==> src/design/knnhr_pkg.sv <==
// knnhr_pkg: shared constants, codes and types of the point height roughness classifier.
// Used by every module of the block but knnhr_ram; depends on nothing.
`timescale 1ns / 1ps

package knnhr_pkg;

   // default sizes, handed down as top level parameters
   localparam int MAX_POINTS_DEF    = 1024;
   localparam int MAX_NEIGHBORS_DEF = 32;
   localparam int COORD_BITS_DEF    = 20;

   // fixed field widths
   localparam int IDX_W     = 10;
   localparam int COL_W     = 8;
   localparam int THR_W     = 16;
   localparam int NCFG_W    = 6;
   localparam int K_W       = 7;   // holds neighbour counts up to 127
   localparam int CSR_IDX_W = 2;

   // request function codes
   localparam logic [1:0] FUNC_LOAD     = 2'd0;
   localparam logic [1:0] FUNC_CLASSIFY = 2'd1;
   localparam logic [1:0] FUNC_CLEAR    = 2'd2;

   // result classes
   localparam logic [1:0] CLASS_CORNER  = 2'd0;
   localparam logic [1:0] CLASS_PLANAR  = 2'd1;
   localparam logic [1:0] CLASS_NEITHER = 2'd2;
   localparam logic [1:0] CLASS_INVALID = 2'd3;

   // configuration register indexes
   localparam logic [CSR_IDX_W-1:0] CSR_NEIGHBOR_COUNT   = 2'd0;
   localparam logic [CSR_IDX_W-1:0] CSR_CORNER_THRESHOLD = 2'd1;
   localparam logic [CSR_IDX_W-1:0] CSR_PLANAR_THRESHOLD = 2'd2;

   localparam logic [NCFG_W-1:0] NCOUNT_RESET  = 6'd20;
   localparam logic [THR_W-1:0]  CORNER_RESET  = 16'd150;
   localparam logic [THR_W-1:0]  PLANAR_RESET  = 16'd50;
   localparam logic [COL_W-1:0]  COL_FULL      = 8'd255;

   // control from the sequencer to the nearest list
   typedef struct packed {
      logic           clr;
      logic [K_W-1:0] k;
   } knnhr_lctl_type;

endpackage

==> src/design/knnhr_dist.sv <==
// knnhr_dist: pipelined squared distance unit, one point pair a cycle, three stages.
// Depends on knnhr_pkg.
`timescale 1ns / 1ps

module knnhr_dist
   import knnhr_pkg::*;
#(
   parameter int COORD_BITS = COORD_BITS_DEF
) (
   input  logic                          clock,
   input  logic                          reset,
   input  logic                          in_valid,
   input  logic signed [COORD_BITS-1:0]  p_x,
   input  logic signed [COORD_BITS-1:0]  p_y,
   input  logic signed [COORD_BITS-1:0]  p_z,
   input  logic signed [COORD_BITS-1:0]  q_x,
   input  logic signed [COORD_BITS-1:0]  q_y,
   input  logic signed [COORD_BITS-1:0]  q_z,
   output logic                          out_valid,
   output logic [2*COORD_BITS+3:0]       sq_dist,
   output logic signed [COORD_BITS-1:0]  height,
   output logic                          busy
);

   localparam int CB = COORD_BITS;
   localparam int SQ = 2*CB+2;
   localparam int DW = 2*CB+4;

   logic signed [CB:0] dx, dy, dz;
   logic [CB:0]        ax_in, ay_in, az_in;
   logic [CB:0]        ax_ff, ay_ff, az_ff;
   logic [SQ-1:0]      sx_in, sy_in, sz_in;
   logic [SQ-1:0]      sx_ff, sy_ff, sz_ff;
   logic [DW-1:0]      dist_in, dist_ff;
   logic signed [CB-1:0] z1_ff, z2_ff, z3_ff;
   logic               v1_ff, v2_ff, v3_ff;

   // stage 1: absolute differences
   assign dx = $signed({q_x[CB-1], q_x}) - $signed({p_x[CB-1], p_x});
   assign dy = $signed({q_y[CB-1], q_y}) - $signed({p_y[CB-1], p_y});
   assign dz = $signed({q_z[CB-1], q_z}) - $signed({p_z[CB-1], p_z});
   assign ax_in = dx[CB] ? $unsigned(-dx) : $unsigned(dx);
   assign ay_in = dy[CB] ? $unsigned(-dy) : $unsigned(dy);
   assign az_in = dz[CB] ? $unsigned(-dz) : $unsigned(dz);

   // stage 2: squares
   assign sx_in = SQ'(ax_ff) * SQ'(ax_ff);
   assign sy_in = SQ'(ay_ff) * SQ'(ay_ff);
   assign sz_in = SQ'(az_ff) * SQ'(az_ff);

   // stage 3: sum
   assign dist_in = DW'(sx_ff) + DW'(sy_ff) + DW'(sz_ff);

   always_ff @(posedge clock) begin
      if (reset) begin
         v1_ff <= 1'b0;
         v2_ff <= 1'b0;
         v3_ff <= 1'b0;
      end else begin
         v1_ff <= in_valid;
         v2_ff <= v1_ff;
         v3_ff <= v2_ff;
      end
      ax_ff   <= ax_in;
      ay_ff   <= ay_in;
      az_ff   <= az_in;
      z1_ff   <= q_z;
      sx_ff   <= sx_in;
      sy_ff   <= sy_in;
      sz_ff   <= sz_in;
      z2_ff   <= z1_ff;
      dist_ff <= dist_in;
      z3_ff   <= z2_ff;
   end

   assign out_valid = v3_ff;
   assign sq_dist   = dist_ff;
   assign height    = z3_ff;
   assign busy      = v1_ff | v2_ff | v3_ff;

endmodule

==> config.mk <==
export PLATFORM = sky130hd
export DESIGN_NAME = knnhr_dist
export DESIGN_NICKNAME = d
export VERILOG_FILES = /design/src/design/knnhr_pkg.sv /design/src/design/knnhr_dist.sv
export SDC_FILE = /design/constraint.sdc
export NUM_CORES = 2
export LEC_CHECK = 0
export ABC_AREA = 1
export BUFFER_PORTS_ARGS = -buffer_cell sky130_fd_sc_hd__buf_4
export CAP_MARGIN = 20
export CELL_PAD_IN_SITES_DETAIL_PLACEMENT = 1
export CELL_PAD_IN_SITES_GLOBAL_PLACEMENT = 1
export CORE_MARGIN = 8
export CORE_UTILIZATION = 45
export DETAILED_ROUTE_END_ITERATION = 6
export PLACE_DENSITY_LB_ADDON = 0.1
export SETUP_SLACK_MARGIN = 0.3
export SYNTH_ARGS = -nofsm -noshare
export SYNTH_HDL_FRONTEND = slang
export SYNTH_SLANG_ARGS = --single-unit
==> constraint.sdc <==
create_clock -name clock -period 5.6 [get_ports clock]
set_input_delay 0.28 -clock clock [delete_from_list [all_inputs] [get_ports clock]]
set_output_delay 0.28 -clock clock [all_outputs]
set_load 0.01 [all_outputs]
==> Word level (Yosys, flattened, before mapping) <==
Cells that the tools add are included.
{ "classes": {"add_sub_neg": 8, "mux": 3, "multipliers": 3, "bitwise": 2} }
{ "op_table": {"columns": ["op", "n"], "rows": [
  ["$mul A21 B21 Y42", 3],
  ["$neg A21 Y21", 3],
  ["$sub A20 B20 Y21", 3],
  ["$mux W20", 3],
  ["$add A43 B42 Y44", 1],
  ["$add A42 B42 Y43", 1],
  ["$or A1 B1 Y1", 2]
]} }
{ "word_totals": {"wordCells": 32, "inputBits": 123, "ff_bits": 296} }

==> Logic depth before layout (Yosys ltp) <==
{ "depth": {"depth_word": 3, "ltp_mapped": 29} }

==> Least setup slack after synthesis <==
OpenSTA, ideal clock, no wires.
{ "synth_timing": {"path_kind": "reg-to-reg", "startpoint": "register ax_ff[8]", "endpoint": "register sx_ff[26]", "path_slack_ps": -432, "synth_period_minus_slack_ps": 6032, "stages_incl_launch_ff": 29, "required_time_ps": 5528, "path_buffers": 1, "arrival_ps": 5961, "path_cell_list": "dfxtp_1 clkbuf_1 nand2_1 fa_1 inv_1 fa_1 inv_1 fa_1 inv_1 fa_1 inv_1 fa_1 inv_1 fa_1 inv_1 fa_1 inv_1 ha_1 nand2_1 nor4_1 nand2_1 nand2_1 nand2_1 nand2_1 nand2_1 nand2_1 nand2_1 nand2_1 xor2_1"} }
{ "synth_between": {"elab_chain_len": 1} }
{ "synth_lines": {"columns": ["element", "line_no", "rtl"], "rows": [
  ["start: declaration", "knnhr_dist.sv:31", "logic [CB:0] ax_ff, ay_ff, az_ff;"],
  ["start signal: assignment", "knnhr_dist.sv:64", "ax_ff <= ax_in;"],
  ["$mul A21 B21 Y42", "knnhr_dist.sv:47", "assign sx_in = SQ'(ax_ff) * SQ'(ax_ff);"],
  ["net sx_in[26]", "knnhr_dist.sv:32", "logic [SQ-1:0] sx_in, sy_in, sz_in;"],
  ["end signal: assignment", "knnhr_dist.sv:68", "sx_ff <= sx_in;"],
  ["end: declaration", "knnhr_dist.sv:33", "logic [SQ-1:0] sx_ff, sy_ff, sz_ff;"]
]} }
The timed path passes the listed nets, and every way through them passes these cells.
A chain may end at the register's enable or synchronous reset.

==> Worst setup path after layout <==
{ "layout_timing": {"startpoint": "register az_ff[12]", "endpoint": "register sz_ff[30]"} }
{ "layout_between": {"elab_chain_len": 1} }
{ "layout_lines": {"columns": ["element", "line_no", "rtl"], "rows": [
  ["start: declaration", "knnhr_dist.sv:31", null],
  ["start signal: assignment", "knnhr_dist.sv:66", "az_ff <= az_in;"],
  ["$mul A21 B21 Y42", "knnhr_dist.sv:49", "assign sz_in = SQ'(az_ff) * SQ'(az_ff);"],
  ["net sz_in[30]", "knnhr_dist.sv:32", null],
  ["end signal: assignment", "knnhr_dist.sv:70", "sz_ff <= sz_in;"],
  ["end: declaration", "knnhr_dist.sv:33", null]
]} }
The timed path passes the listed nets, and every way through them passes these cells.

==> results.yml <==
grt:
  number_of_global_route_vias_before_repair: 55000
  grt_antenna_before_repair: 5
  grt_max_degree: 23
  wire_length_of_the_first_global_routing_pass_um: 292000
  grt-ovfl-total: 0
  grtUsageTotal_pct: 27.9
sta:
  timing_hold_violations_final: 0
  min_period_over_period_pct: 112
  report.final.setup_viol: 85
  totalNegativeSetupSlack_ns: -33.88
  fin_ws_ns: -0.668
  clock_skew_ns: 0.0694
  rsz0062_at_grt: "true"
  worst_hold_slack_ns: 0.0639
  max_freq_mhz: 160
  maxSlewViolCount: 0
  worstMarginPinSlew_ns: 0.944
  worst_slew_margin_relative_to_its_limit_pct: 36.9
  timing.final.crit_period_ns: 6.27
synth:
  synth.largest_area_cell: "sky130_fd_sc_hd__fa_1"
  yosys.area_share.simple_pct: 16.2
  synth_compound_area_share_pct: 5.40
  synth_top_area_share_pct: 36.5
  avgSynthCellArea_sq_um: 7.98
  yosys_register_bits: 293
  synth_enable_flop_cells: 0
  synth_top_cells_by_area: "sky130_fd_sc_hd__fa_1, sky130_fd_sc_hd__ha_1, sky130_fd_sc_hd__inv_1"
  synth.area.mux_share_pct: 0
  synthesized_instance_count: 6702
  number_of_distinct_standard_cells_referenced_by_the_synthesized_netlist: 54
  synth_top_family_by_area: "adder cells"
  dominantRegCellSynth: "sky130_fd_sc_hd__dfxtp_1"
  yosys.area_share.adder_pct: 49.7
  syn_area_sq_mm: 0.0535
  share_of_synthesized_registers_carrying_an_async_set_or_reset_pct: 0
  yosysWarnings: 0
  post_synth_xor_area_fraction_pct: 3.70
  ys_seq_area_share_pct: 11.0
detailed_routing:
  routed-via-count: 48200
  antenna_viol_nets_final: 0
  drc: 4
  route.detailed.wl_per_inst_um: 21.3
  drt-vias-per-instance: 5.17
  wl_um: 199000
  drt_iter0_drc: 2249
  drtPass1Iterations: 7
worst_setup_path:
  cp_common_cell: "sky130_fd_sc_hd__fa_1"
  worst_ep_arrival_ns: 6.79
  required_time_at_the_endpoint_of_the_critical_path_ns: 6.12
  critPathMaxFanout: 6
  critPathCaptureType: "flip-flop"
  cp-start-kind: "flip-flop"
  critical-path-slowest-cell: "sky130_fd_sc_hd__fa_1"
  path_cells: "buf_6 -> nand2_1 -> inv_1 -> fa_2 -> fa_1 -> inv_1 -> fa_1 -> inv_1 -> fa_1 -> fa_1 -> fa_1 -> fa_1 -> ha_4 -> nand2_4 -> nor2_4 -> inv_4 -> nor2_4 -> nand2_2 -> nand2_2 -> nand2_2 -> nand2_2 -> nand3_2 -> nand2_2 -> xor2_1"
  worst-path-buf-inv: 5
  top_cell_family_by_delay_on_the_critical_path: "adder cells"
  worst_path_largest_cell_delay_ns: 0.59
  critPathKind: "flip-flop to flip-flop"
die:
  core_sq_mm: 0.118
  io_pins: 189
  floorplan.initialDensity_pct: 45.3
  die_x_um: 361
  chipHeight_um: 361
  placementRows: 126
  total_die_area_sq_mm: 0.130
run_status:
  failed_checks: "DRC, setup timing"
  run_status: "finished, violations left"
cts:
  cts_tree: "yes"
  cts-buffers-inserted: 39
  cts.reportedPaths.clkPinSlew_ns: 0.07
  cts.htree.levels: 2
  cts_root_buf: "sky130_fd_sc_hd__clkbuf_16"
  clk_latency_ns: 0.66
  number_of_sinks_driven_by_the_clock_tree: 293
  clock_path_buffers: 3
cells_and_area:
  finish.net_count: 9418
  drive_gt1_share_pct: 27.9
  filler_cell_count: 13900
  stdcell_count: 9325
  fin_util_pct: 60.0
  syn2layout_area_growth_pct: 32.4
place:
  place_inst: 9026
  detailed_place_hpwl_um: 145000
  place.port_buffers: 188
  gp_congestion: 0.910
hold_path:
  holdCritPathClass: "input pin to flip-flop"
flow_run:
  max-cap-violations: 0
-- synth_stat cells, drive strengths merged (9+ instances only) --
cell	n
buf	10
nand3	171
or2	10
nor3	33
a31oi	31
a21o	16
xor2	146
o21ai	152
ha	563
inv	1861
nand3b	17
fa	975
nand4	39
o21a	13
a21boi	9
xnor2	77
nor2	337
dfxtp	293
nand2	1493
nor4	16
clkbuf	126
a21oi	270
o21bai	14
-- cell type report --
| type | count | area, sq um | share of cell area [%] |
|---|---|---|---|
| multi-input cells | 4414 | 44600 | 63.0 |
| repair buffers | 1148 | 9860 | 13.9 |
| inverters | 1861 | 7010 | 9.90 |
| flip-flops and latches | 293 | 6030 | 8.52 |
| well taps | 1536 | 1920 | 2.71 |
| clock buffers | 45 | 1050 | 1.48 |
| clock inverters | 26 | 303 | 0.428 |
| diodes | 2 | 5.00 | 0.00707 |
-- through the flow --
stage	cell area (sq um)	setup slack, ns
global route	70800	-0.763
global placement	63000	-0.659
finish	70800	-0.668
detailed placement	63000	-0.795
CTS	68700	-0.321
floorplan	55000	0.0173
-- worst paths after layout --
kind / from / to / slack (ns) / depth (start not counted)
max reg2reg: az_ff[12] / sz_ff[30] / -0.67 / 24
max: az_ff[12] / sz_ff[30] / -0.67 / 24
min reg2reg: z2_ff[3] / height[3] / 0.32 / 0
min: p_z[0] / az_ff[0] / 0.06 / 3
-- worst register-to-register path, stage by stage (launching register included) --
cell                      delay (ns)
sky130_fd_sc_hd__dfxtp_4        0.44
sky130_fd_sc_hd__buf_6          0.14
sky130_fd_sc_hd__nand2_1        0.06
sky130_fd_sc_hd__inv_1          0.11
sky130_fd_sc_hd__fa_2           0.48
sky130_fd_sc_hd__fa_1           0.58
sky130_fd_sc_hd__inv_1          0.10
sky130_fd_sc_hd__fa_1           0.54
sky130_fd_sc_hd__inv_1          0.09
sky130_fd_sc_hd__fa_1           0.51
sky130_fd_sc_hd__fa_1           0.59
sky130_fd_sc_hd__fa_1           0.44
sky130_fd_sc_hd__fa_1           0.49
sky130_fd_sc_hd__ha_4           0.37
sky130_fd_sc_hd__nand2_4        0.12
sky130_fd_sc_hd__nor2_4         0.17
sky130_fd_sc_hd__inv_4          0.06
sky130_fd_sc_hd__nor2_4         0.15
sky130_fd_sc_hd__nand2_2        0.07
sky130_fd_sc_hd__nand2_2        0.10
sky130_fd_sc_hd__nand2_2        0.05
sky130_fd_sc_hd__nand2_2        0.12
sky130_fd_sc_hd__nand3_2        0.11
sky130_fd_sc_hd__nand2_2        0.09
sky130_fd_sc_hd__xor2_1         0.18
-- registers in the layout, summed over array words and instances (netlist names) --
signal     cells
az_ff         21
out_valid      1
z2_ff         20
ay_ff         21
z1_ff         20
sx_ff         41
ax_ff         21
sy_ff         41
v2_ff          1
height        20
sz_ff         41
v1_ff          1
sq_dist       44
-- routing by layer --
metal	up-vias	part of all wire [%]	track usage (%)
li1	21900	-	-
met1	24500	39	33.8
met2	1308	52	51.4
met3	587	4.6	3.29
met4	6	4.6	9.00
met5	-	0.022	0
-- cell usage in the layout, fill, tap and decap left out, types with 23 or more instances in the layout --
cell and n:
sky130_fd_sc_hd__inv_2 154, sky130_fd_sc_hd__a21oi_1 181, sky130_fd_sc_hd__nand2_1 1247, sky130_fd_sc_hd__nor2_2 57
sky130_fd_sc_hd__nor2_1 232, sky130_fd_sc_hd__nand4_1 38, sky130_fd_sc_hd__ha_1 477, sky130_fd_sc_hd__inv_1 1698
sky130_fd_sc_hd__buf_12 40, sky130_fd_sc_hd__xor2_1 120, sky130_fd_sc_hd__fa_1 912, sky130_fd_sc_hd__dfxtp_1 236
sky130_fd_sc_hd__ha_4 82, sky130_fd_sc_hd__nand3_2 23, sky130_fd_sc_hd__nor3_1 23, sky130_fd_sc_hd__fa_2 63
sky130_fd_sc_hd__dfxtp_4 39, sky130_fd_sc_hd__o21ai_2 24, sky130_fd_sc_hd__nand2_4 71, sky130_fd_sc_hd__buf_6 143
sky130_fd_sc_hd__nand2_2 169, sky130_fd_sc_hd__buf_4 925, sky130_fd_sc_hd__clkbuf_16 41, sky130_fd_sc_hd__a21oi_2 52
sky130_fd_sc_hd__xnor2_1 58, sky130_fd_sc_hd__o21ai_0 90, sky130_fd_sc_hd__a21oi_4 37, sky130_fd_sc_hd__nand3_1 142
sky130_fd_sc_hd__nor2_4 48
-- timing repair --
| action | in CTS | in global routing |
|---|---|---|
| endpoints found under the hold margin | 23 | 0 |
| buffers inserted | 137 | 66 |
| gates resized for setup | 804 | 402 |
| pin swaps | 342 | 248 |
| hold buffers | 22 | 0 |
| endpoints found under the setup margin | 98 | 100 |
| gates cloned | 0 | 1 |
-- cells by family after synthesis --
family,count (synthesis)
AND/OR/NAND/NOR,2125
buffers and inverters,1997
adder cells (fa/ha/maj),1538
AO/OA/AOI/OAI,525
flip-flops,293
XOR/XNOR,223
other,1
Power is not shown: default switching activity piles up to over one toggle a cycle in this logic, so the estimate is an artifact.
