**src/design/knnhr_ram.sv**
```systemverilog
// knnhr_ram: generic single write, single read RAM with registered read data.
// No dependencies.
`timescale 1ns / 1ps

module knnhr_ram #(
   parameter int WIDTH = 8,
   parameter int DEPTH = 16
) (
   input  logic                     clock,
   input  logic                     wr_en,
   input  logic [$clog2(DEPTH)-1:0] wr_addr,
   input  logic [WIDTH-1:0]         wr_data,
   input  logic [$clog2(DEPTH)-1:0] rd_addr,
   output logic [WIDTH-1:0]         rd_data
);

   logic [WIDTH-1:0] mem_ff [DEPTH];

   // write port and registered read port
   always_ff @(posedge clock) begin
      if (wr_en) begin
         mem_ff[wr_addr] <= wr_data;
      end
      rd_data <= mem_ff[rd_addr];
   end

endmodule

```
**config.mk**
```make
export PLATFORM = sky130hd
export DESIGN_NAME = knnhr_ram
export DESIGN_NICKNAME = d
export VERILOG_FILES = /design/src/design/knnhr_ram.sv
export SDC_FILE = /design/constraint.sdc
export NUM_CORES = 1
export LEC_CHECK = 0
export ABC_AREA = 0
export BUFFER_PORTS_ARGS = -buffer_cell sky130_fd_sc_hd__buf_2
export CORE_MARGIN = 3
export CORE_UTILIZATION = 40
export CTS_CLUSTER_SIZE = 24
export DETAILED_ROUTE_END_ITERATION = 12
export PLACE_DENSITY_LB_ADDON = 0.05
export SYNTH_ARGS = -nofsm -noshare
export SYNTH_HDL_FRONTEND = slang
export SYNTH_SLANG_ARGS = --single-unit
```
**constraint.sdc**
```tcl
create_clock -name clock -period 1.5 [get_ports clock]
set_input_delay 0 -clock clock [delete_from_list [all_inputs] [get_ports clock]]
set_output_delay 0 -clock clock [all_outputs]
set_load 0.02 [all_outputs]
```
# Word-level counts from Yosys, hierarchy flattened
# Memories as Yosys holds them, arrays and structs flattened. A register that Yosys moved wholly into a read port is not among the register bits.
# Cells that the tools add are included.
# totals
n_memories	1
ff_bits	0
wordCells	3
ram_bits	128
output_inout_bits	8
inputBits	18
# op_classes
muxes	2
# memory_table
memory	depth	width	read_ports	rd_ports_with_merged_regs	wr	line_no	rtl
mem_ff	16	8	1	1	1	17	logic [WIDTH-1:0] mem_ff [DEPTH];
# op_table
cell	n
$mux W1	2

# Longest topological paths before layout
# Gate-level depths: netlist of run 1.
# depth
depth_word	2
depth_mapped	5
depth_no_buf	3

# Worst setup path after synthesis of run 1
# Ideal clock, no wire load.
# synth_timing
path_type	input-to-reg
from	in wr_addr[2]
to	mem mem_ff[0][0], enable pin
setup_time_ns	0.383
t_required_ns	1.117
path_slack_ns	0.007
path_buffers	0
t_arrival_ns	1.110
stages	2
path_cell_list	or3b_2 nor3_1
# synth_rtl
item	line_no	rtl
start: declaration	11	input logic [$clog2(DEPTH)-1:0] wr_addr,
end: declaration	17	
# Straight into the memory's write port.

==> results of run 1 <==
layer usage:
| layer | GRT usage [%] | up-vias |
|---|---|---|
| met5 | 0 | - |
| met4 | 5.798 | 0 |
| met3 | 4.986 | 13 |
| met2 | 23.59 | 54 |
| met1 | 24.09 | 1254 |
| li1 | - | 1105 |
cell families (layout without fill, tap and decap cells):
kind of cell | after synthesis | after routing | share of synthesized area (%)
and+or+nand+nor | 35 | 35 | 3.184
AOI/OAI and AO/OA | 16 | 16 | 2.334
buffers and inverters | 10 | 87 | 1.677
DFF | 136 | 136 | 77.78
muxes | 32 | 32 | 15.02
path summary, 6_finish.rpt:
kind                end  slack (ns)  cells past startpoint     startpoint
max reg2reg  rd_data[1]        0.09                      3   mem_ff[1][1]
min reg2reg  rd_data[2]        0.68                      3  mem_ff[15][2]
max          rd_data[1]        0.09                      3   mem_ff[1][1]
min          rd_data[0]        0.09                      4     rd_addr[1]
critical path, cell delays in order, from the launching register on:
cell and delay (ns):
edfxtp_1 0.35, mux4_1 0.54, a22oi_1 0.29, nand2_1 0.11
registers in the layout (all words and copies together) (netlist names):
name     flops
rd_data      8
mem_ff     128
area by class of cell:
type,instances,share of cell area [%]
Clock inverter,12,1.760
Sequential cell,136,64.01
Clock buffer,19,6.921
Tap cell,168,3.361
Multi-Input combinational cell,83,16.90
Timing Repair Buffer,56,7.041
power groups by stage:
stage | combinational [uW] | clock (uW) | sequential, uW
after floorplan | 216 | 0 | 4380
after global placement | 455 | 0 | 4350
after detailed placement | 457 | 0 | 4350
after CTS | 471 | 3890 | 4280
after global routing | 505 | 4070 | 4280
final | 462 | 3820 | 4280
layout by cell type (no fill, tap or decap), drive strengths merged:
cell         synthesis  routed
clkinvlp             0       3
mux4                32      32
nand3                1       1
bufinv               0       2
a22oi               16      16
nor2b                1       1
edfxtp             128     128
and2                 1       1
dfxtp                8       8
nor2                13      13
nand2                9       9
or3b                 1       1
buf                  7      48
nand3b               2       2
nor3                 4       4
dlygate4sd3          0       8
clkinv               0       7
and2b                1       1
nand2b               2       2
clkbuf               0      19
synth_stat cells:
cell type / number / share of area [%]
a22oi_1: 16 / 2.3
and2_1: 1 / 0.12
and2b_1: 1 / 0.15
buf_2: 3 / 0.29
buf_4: 1 / 0.15
buf_6: 3 / 0.66
clkdlybuf4s25_2: 3 / 0.58
dfxtp_1: 8 / 3.1
edfxtp_1: 128 / 75
mux4_1: 14 / 7.1
mux4_2: 18 / 7.9
nand2_1: 9 / 0.66
nand2b_1: 2 / 0.24
nand3_1: 1 / 0.097
nand3b_1: 2 / 0.29
nor2_1: 13 / 0.95
nor2b_1: 1 / 0.12
nor3_1: 4 / 0.39
or3b_2: 1 / 0.17
stage by stage:
step	setup WS [ns]	cells	hold WS [ns]	util (%)
floorplan	0.007126	229	0.09887	-
detailed placement	0.05887	435	0.4024	45.74
global placement	0.04968	435	0.3995	45.74
CTS	0.06690	473	0.003148	50.72
finish	0.08892	474	0.08967	50.80
global route	0.007002	474	0.08930	50.80
==> key figures, run 1 <==
Synthesis
  – Post-Synthesis Cells: 229
  – Post-synth cell types: 19
  – Synthesized flop and latch total: 136
  – Synthesized cell area: 0.005147 sq mm
  – Sequential area share after synthesis: 77.78%
  – Avg Inst Size Synth: 22.48 sq um
  – Synthesis warning total: 0
  – Syn_nets: 247

Clock tree
  – Clock latency at the later pin of the worst-skew pair: 0.41 ns
  – # Post-CTS Setup Buffers: 0
  – Clock buffer count from CTS: 17
  – Post-cts resize count: 0
  – Root buffer cell: clkbuf_16
  – Clk sinks: 136
  – H-tree lvl count: 4
  – CTS clk-pin slew, worst paths: 0.05 ns
  – CTS Buffer Depth: 2
  – TritonCTS clock tree: done
  – Hold buffers post-CTS: 7

Place
  – Port bufs: 25
  – Final HPWL DP: 6.842 mm
  – Area post-placement: 0.005632 sq mm
  – Routability cong.: 0.7087

Timing
  – Skew final: 0.004231 ns
  – Final Max Tran Viols: 0
  – Unrepaired setup endpoints after global routing: false
  – Setup TNS: 0 ns
  – Final Hold Fails: 0
  – Slew @ Worst Pin: 0.6900 ns
  – Final period utilization: 94.07%
  – Setup violators final: 0
  – Slew HR: 53.83%
  – FMAX: 708.7 MHz
  – Final min period: 1.411 ns

Routing
  – Met2 wire len: 4.822 mm
  – Vias/cell: 5.118
  – DRT Wirelength: 10.64 mm
  – Total number of vias: 2426
  – Avg WL per Cell: 22.44 um
  – Initial DRT Pass Iterations: 4
  – Routed met3 length: 439 um
  – Antenna viol nets, final: 0
  – Top Metal Used: met4
  – Residual DRC: 0
  – Initial DRC Count: 229
  – M1 WL: 5.241 mm

Worst setup path
  – Worst Path Required: 1.79 ns
  – Setup CP Type: flip-flop to flip-flop
  – Worst-path maximum fanout: 1
  – Crit path capture type: flip-flop
  – Startpoint Class: flip-flop
  – Crit path DAT: 1.70 ns

Final layout
  – Multi-input gate area: 0.001057 sq mm
  – Design area: 0.006255 sq mm
  – # nets final: 312
  – Filler instances: 1028
  – Layout cells sized above 1: 29.41%
  – Area growth syn-to-layout: 21.51%
  – FF+latch area: 0.004004 sq mm
  – N_diodes: 0

Power
  – Internal: 6844 uW
  – Combinational share of power: 5.4%
  – VDD IR max: 0.0009392 V
  – Power per cell area: 1368 mW/mm^2
  – Sequential Power Share: 50.0%
  – Sw Pwr: 1710 uW
  – Design Power: 8554 uW
  – Switching portion of total power: 19.99%
  – Leak: 0.002125 uW
  – Clock share of power: 44.6%

Flow run
  – Max Cap Violations: 0

Global routing
  – Pin count of the biggest net entering global routing: 22
  – First-pass GRT wire length: 16.41 mm
  – Number of global-route vias before repair: 2537
  – Initial antenna violation count: 0
  – GRT overflow: 0
  – Total global-route track usage: 16.49%

Floorplanning
  – Initial Util: 41.81%
  – IO Count: 26
  – Cell row count: 40
  – Die W: 119.4 um
  – Core area: 0.01231 sq mm
  – Chip Height: 119.4 um
  – Die area: 0.01427 sq mm

Hold path
  – Tightest Hold Check Type: primary input to flip-flop

Status
  – Outcome: finished clean
Power figures use the tool's default switching activity.
==> run 2, diff against run 1 <==
SETUP_SLACK_MARGIN = 0.5   (was unset)
==> key figures, run 2 (synthesis results as in run 1) <==
Timing
  – Final min period: 1.275 ns (-0.1356 ns)
  – Final Hold Fails: 0 (unchanged)
  – Skew final: 0.007328 ns (+0.003097 ns)
  – Unrepaired setup endpoints after global routing: true
  – Final Max Tran Viols: 0 (unchanged)
  – Slew HR: 31.72% (-22 points)
  – Slew @ Worst Pin: 1.021 ns (+0.3305 ns)
  – FMAX: 784.0 MHz (+11%)
  – Final period utilization: 85.03% (-9.0 points)
  – Setup TNS: 0 ns (unchanged)
  – Setup violators final: 0 (unchanged)

Place
  – Routability cong.: 0.7500 (+5.8%)
  – Port bufs: 25 (unchanged)
  – Placed insts: 434 (-0.23%)
  – Area post-placement: 0.005598 sq mm (-0.60%)
  – Final HPWL DP: 6.681 mm (-2.3%)

Worst setup path
  – Crit path capture type: flip-flop
  – Crit path DAT: 1.57 ns (-0.13 ns)
  – Setup CP Type: flip-flop to flip-flop
  – Worst Path Required: 1.79 ns (about the same)
  – Startpoint Class: flip-flop
  – Worst-path maximum fanout: 1 (unchanged)

Flow run
  – Max Cap Violations: 0 (unchanged)

Power
  – Switching portion of total power: 19.84% (-0.15 points)
  – Leak: 0.002100 uW (-1.2%)
  – Clock share of power: 47.1% (+2.5 points)
  – Sw Pwr: 1786 uW (+4.5%)
  – Power per cell area: 1422 mW/mm^2 (+4.0%)
  – Combinational share of power: 5.4% (about the same)
  – Internal: 7218 uW (+5.5%)
  – Sequential Power Share: 47.5% (-2.5 points)
  – VDD IR max: 0.001054 V (+12%)

Final layout
  – # nets final: 311 (-0.32%)
  – Layout cells sized above 1: 40.52% (+11 points)
  – Area growth syn-to-layout: 23.02%
  – Final Instance Count excl. Fillers: 474 (unchanged)
  – Biggest regs: mem_ff: 128 flops, rd_data: 8 flops
  – Final core occ: 51.43% (+0.63 points)
  – Design area: 0.006332 sq mm (+1.2%)
  – Filler instances: 1020 (-0.78%)
  – Biggest register: mem_ff
  – Max reg flops: 128 (unchanged)
  – Most frequent cells in the layout: edfxtp_1 (128), mux4_2 (32), buf_2 (22), buf_4 (22), clkbuf_16 (17)
  – Commonest non-fill, non-tap cell in the layout: edfxtp_1
  – N_diodes: 0 (unchanged)

Routing
  – Top Metal Used: met4
  – Total number of vias: 2386 (-1.6%)
  – Residual DRC: 0 (unchanged)
  – M1 WL: 5.250 mm (+0.17%)
  – Routed met3 length: 389 um (-11%)
  – DRT Wirelength: 10.55 mm (-0.83%)
  – Initial DRT Pass Iterations: 4 (unchanged)
  – Met2 wire len: 4.766 mm (-1.2%)
  – Antenna viol nets, final: 0 (unchanged)
  – Avg WL per Cell: 22.25 um (-0.83%)
  – Vias/cell: 5.034 (-1.6%)
  – Initial DRC Count: 205 (-10%)

Floorplanning
  – Core area: 0.01231 sq mm (unchanged)
  – Chip Height: 119.4 um (unchanged)
  – Die W: 119.4 um (unchanged)
  – Die area: 0.01427 sq mm (unchanged)
  – Cell row count: 40 (unchanged)
  – IO Count: 26 (unchanged)
  – Initial Util: 41.81% (unchanged)

Global routing
  – GRT overflow: 0 (unchanged)
  – Number of global-route vias before repair: 2539 (+0.079%)
  – First-pass GRT wire length: 15.93 mm (-2.9%)
  – Total global-route track usage: 16.16% (-0.33 points)
  – Initial antenna violation count: 0 (unchanged)
  – Pin count of the biggest net entering global routing: 18 (-18%)

Clock tree
  – H-tree lvl count: 4 (unchanged)
  – CTS Buffer Depth: 2 (unchanged)
  – Clock buffer count from CTS: 17 (unchanged)
  – # Post-CTS Setup Buffers: 0 (unchanged)
  – Clock latency at the later pin of the worst-skew pair: 0.41 ns (about the same)
  – CTS clk-pin slew, worst paths: 0.06 ns (about the same)
  – TritonCTS clock tree: done
  – Root buffer cell: clkbuf_16
  – Clk sinks: 136 (unchanged)

Status
  – Outcome: finished clean

Hold path
  – Tightest Hold Check Type: primary input to flip-flop
-- run 2: cell count changes in the layout (fill, tap and decap cells not counted), moves of 4 or more --
cell      previous run  this run
mux4_1              14         0
a22oi_2              0         7
buf_4               18        22
clkinv_1             6         2
mux4_2              18        32
nor3_1               4         0
a22oi_1             16         9
-- run 2: cell type report --
cell class                      instances  area (sq um)  share of cell area [%]
Multi-Input combinational cell         83          1091                   17.23
Tap cell                              168         210.2                   3.320
Timing Repair Buffer                   55         415.4                   6.560
Clock buffer                           18         429.2                   6.777
Sequential cell                       136          4005                   63.25
Clock inverter                         14         181.4                   2.865
-- run 2: layer usage --
layer  GRT usage [%]  up-vias
met3           4.891       15
met2           22.85       48
met4           6.800        0
met1           23.35     1237
met5               0        -
li1                -     1086
-- run 2: worst paths after layout --
| check | from | endpoint | slack (ns) | cells after the start |
|---|---|---|---|---|
| setup / recovery | mem_ff[3][3] | rd_data[3] | 0.22 | 3 |
| setup reg to reg | mem_ff[3][3] | rd_data[3] | 0.22 | 3 |
| hold / removal | wr_addr[1] | mem_ff[0][7] | 0.15 | 3 |
| hold reg to reg | mem_ff[6][5] | rd_data[5] | 0.67 | 3 |
-- run 2: power by group through the flow --
stage	clock network (uW)	logic, uW	registers [uW]
floorplan	0	231	4380
global placement	0	456	4360
detailed placement	0	458	4360
CTS	4330	492	4280
global route	4520	524	4280
finish	4240	482	4280
-- run 2: stage by stage --
step                      total power, uW  hold WS (ns)  worst slack [ns]
final                                9004        0.1457            0.2246
after global routing                 9325        0.1476            0.1691
after CTS                            9098        0.1248            0.2247
after detailed placement             4815        0.4038           0.08044
after global placement               4812        0.3943           0.08617
after floorplan                      4609       0.09887            0.3669
-- run 2: worst max-delay path, stage by stage, from the launching register on --
cell	delay, ns
edfxtp_1	0.37
mux4_2	0.48
a22oi_2	0.23
nand2_1	0.07
-- run 2: repair_timing --
| action | 4_1_cts | 5_1_grt |
|---|---|---|
| endpoints found under the setup margin | 10 | 9 |
| resized for setup | 9 | 2 |
| pin swaps | 3 | 1 |
| endpoints found under the hold margin | 128 | 0 |
| hold buffers | 8 | 0 |
==> run 3, diff against run 2 <==
ABC_AREA = 1   (was 0)
BUFFER_PORTS_ARGS = unset   (was -buffer_cell sky130_fd_sc_hd__buf_2)
DONT_BUFFER_PORTS = 1   (was unset)
clock period = 1.3 ns   (was 1.5 ns; I/O delays follow)
==> key figures, run 3 <==
Synthesis
  – Top cell type's share of synthesized area: 66.65% (-8.0 points)
  – Synthesis warning total: 0 (unchanged)
  – Cell accounting for the most synthesized area: edfxtp_1
  – Synthesized cell area: 0.005767 sq mm (+12%)
  – Asr flop ratio synth: 0% (unchanged)
  – Syn_nets: 569 (+130%)
  – Avg Inst Size Synth: 10.47 sq um (-53%)
  – Post-Synthesis Cells: 551 (+140%)
  – Synthesized flop and latch total: 136 (unchanged)
  – Top post-synthesis cells by area: edfxtp_1 (67%), nand2_1 (11%), nand3_1 (8.4%)
  – Most frequent cells after synthesis: nand2_1 (173), edfxtp_1 (128), inv_1 (100)
  – Post-synth cell types: 12 (-7)
  – Ys flop type: edfxtp_1
  – Count leader, synth: nand2_1
  – Number of flops mapped to enable cells by yosys: 128 (unchanged)
  – Sequential area share after synthesis: 69.43% (-8.4 points)

Final layout
  – Design area: 0.006935 sq mm (+9.5%)
  – Max reg flops: 128 (unchanged)
  – Commonest non-fill, non-tap cell in the layout: nand2_1
  – Most frequent cells in the layout: nand2_1 (167), edfxtp_1 (128), inv_1 (99), nand3_1 (66), nand3_2 (31)
  – # nets final: 587 (+89%)
  – Biggest register: mem_ff
  – Final core occ: 49.58% (-1.9 points)
  – Area growth syn-to-layout: 20.26%
  – Biggest regs: mem_ff: 128 flops, rd_data: 8 flops
  – Layout cells sized above 1: 17.87% (-23 points)

Floorplanning
  – IO Count: 26 (unchanged)
  – Die area: 0.01589 sq mm (+11%)
  – Chip Height: 126.1 um (+5.6%)
  – Core area: 0.01399 sq mm (+14%)
  – Die W: 126.1 um (+5.6%)
  – Initial Util: 41.23% (-0.58 points)
  – Cell row count: 43 (+7.5%)

Timing
  – Skew final: 0.01002 ns (+0.002695 ns)
  – Slew @ Worst Pin: 0.8012 ns (-0.2193 ns)
  – Setup violators final: 0 (unchanged)
  – Final min period: 0.9668 ns
  – WHS: -0.3186 ns (-0.4643 ns)
  – Unrepaired setup endpoints after global routing: true
  – Final Max Tran Viols: 0 (unchanged)
  – Final Hold Fails: 24 (+24)
  – Final period utilization: 74.37%
  – Setup TNS: 0 ns (unchanged)
  – FMAX: 1034 MHz
  – Slew HR: 46.41% (+15 points)

Place
  – Area post-placement: 0.006011 sq mm (+7.4%)
  – Routability cong.: 0.7449 (-0.68%)
  – Final HPWL DP: 8.151 mm (+22%)
  – Port bufs: 0 (-100%)

Global routing
  – Number of global-route vias before repair: 3496 (+38%)
  – Pin count of the biggest net entering global routing: 66 (+48)
  – Initial antenna violation count: 3 (+3)
  – GRT overflow: 0 (unchanged)
  – Total global-route track usage: 18.30% (+2.1 points)
  – First-pass GRT wire length: 21.33 mm (+34%)

Routing
  – Routed met3 length: 654 um (+68%)
  – M1 WL: 6.849 mm (+30%)
  – Antenna viol nets, final: 0 (unchanged)
  – DRT Wirelength: 14.10 mm (+34%)
  – Met2 wire len: 6.337 mm (+33%)
  – Top Metal Used: met5
  – Initial DRC Count: 205 (unchanged)
  – Residual DRC: 0 (unchanged)
  – Total number of vias: 3697 (+55%)
  – Avg WL per Cell: 18.46 um (-17%)
  – Initial DRT Pass Iterations: 5 (+1)
  – Vias/cell: 4.839 (-3.9%)

Status
  – Failing checks: negative hold slack
  – Outcome: finished, violations left

Clock tree
  – # Post-CTS Setup Buffers: 0 (unchanged)
  – Clock latency at the later pin of the worst-skew pair: 0.42 ns (about the same)
  – CTS clk-pin slew, worst paths: 0.06 ns (about the same)
  – H-tree lvl count: 4 (unchanged)
  – Clk sinks: 136 (unchanged)
  – Root buffer cell: clkbuf_16
  – Clock buffer count from CTS: 17 (unchanged)
  – CTS Buffer Depth: 2 (unchanged)
  – TritonCTS clock tree: done

Flow run
  – Max Cap Violations: 0 (unchanged)

Hold path
  – Tightest Hold Check Type: primary input to flip-flop

Worst setup path
  – Largest stage delay, worst path: 1.06 ns (+0.58 ns)
  – Critical-path cell list: dlygate4sd3_1
  – Setup CP Type: primary input to flip-flop
  – Crit path max-delay cell type: dlygate4sd3_1
  – Buf/Inv on CP: 1 (+1)
  – Worst Path Required: 1.40 ns (-0.39 ns)
  – Delay-heaviest family, CP: buffers and inverters
  – Crit path capture type: flip-flop
  – Startpoint Class: primary input
  – Worst-path maximum fanout: 16 (+15)
  – Crit path DAT: 1.07 ns (-0.50 ns)

Power
  – Design Power: 10670 uW (+19%)
  – VDD IR max: 0.0009805 V (-7.0%)
  – Power per cell area: 1539 mW/mm^2 (+8.2%)
  – Leak: 0.002976 uW (+42%)
## run 3: cell types whose count changed in the layout (fill, tap and decap cells not counted), sizes merged, moves of 3 or more
cell,previous run,this run
clkinvlp,4,1
inv,0,102
mux4,32,0
nand3,1,97
a22oi,16,0
nor2,13,17
nor3,4,0
buf,47,16
dlymetal6s4s,0,6
nand2,9,173
dlygate4sd3,8,1
## run 3: kinds of logic (layout without fill, tap and decap cells)
logic type | count (synthesis) | count (layout) | synth area share, %
and+or+nand+nor | 289 | 289 | 21.05
other | 0 | 2 | 0
DFF | 136 | 136 | 69.43
buffers and inverters | 126 | 157 | 9.525
## run 3: metal layers
metal / track usage [%] / vias to the layer above
li1: - / 1814
met1: 26.29 / 1792
met2: 26.89 / 70
met3: 4.919 / 19
met4: 6.498 / 2
met5: 0 / -
## run 3: worst register-to-register path: stages, from the launching register on
cell	delay [ns]
edfxtp_1	0.37
nand2_1	0.08
nand2_1	0.06
nand2_1	0.05
nand3_1	0.09
nand3_1	0.12
nand2_2	0.07
## run 3: where the power goes
group | switching (uW) | leakage [uW] | internal [uW]
Combinational | 362 | 0.00144 | 179
Clock | 1770 | 0.000313 | 3380
Sequential | 70.2 | 0.00123 | 4910
Total | 2200 | 0.00298 | 8470
## run 3: path summary, 6_finish.rpt
| check | slack (ns) | cells after the start | start | endpoint |
|---|---|---|---|---|
| hold / removal | -0.32 | 0 | wr_data[7] | mem_ff[13][7] |
| hold reg to reg | 0.68 | 6 | mem_ff[11][1] | rd_data[1] |
| setup reg to reg | 0.35 | 6 | mem_ff[3][3] | rd_data[3] |
| setup / recovery | 0.33 | 1 | wr_data[6] | mem_ff[9][6] |
## run 3: timing repair
item | in CTS | in global routing
gates resized for setup | 38 | 22
endpoints found under the setup margin | 16 | 112
pin swaps | 12 | 14
hold buffers | 6 | 1
endpoints found under the hold margin | 136 | 40
## run 3: area by class of cell
class                   count  area [sq um]
fillers                  1272          7053
flip-flops and latches    136          4034
multi-input cells         289          1411
clock buffers              18         429.2
inverters                 102         382.9
repair buffers             23         242.7
well taps                 180         225.2
clock inverters            14         205.2
diodes                      2         5.005
## run 3: through the flow
stage | std cells | worst slack, ns | hold slack [ns]
6_report | 764 | 0.3332 | -0.3186
5_1_grt | 764 | 0.2935 | -0.3409
4_1_cts | 761 | 0.3580 | -0.3421
3_5_place_dp | 723 | 0.1720 | 0.1001
3_3_place_gp | 723 | 0.1865 | 0.1000
2_1_floorplan | 551 | 0.3710 | 0.09887
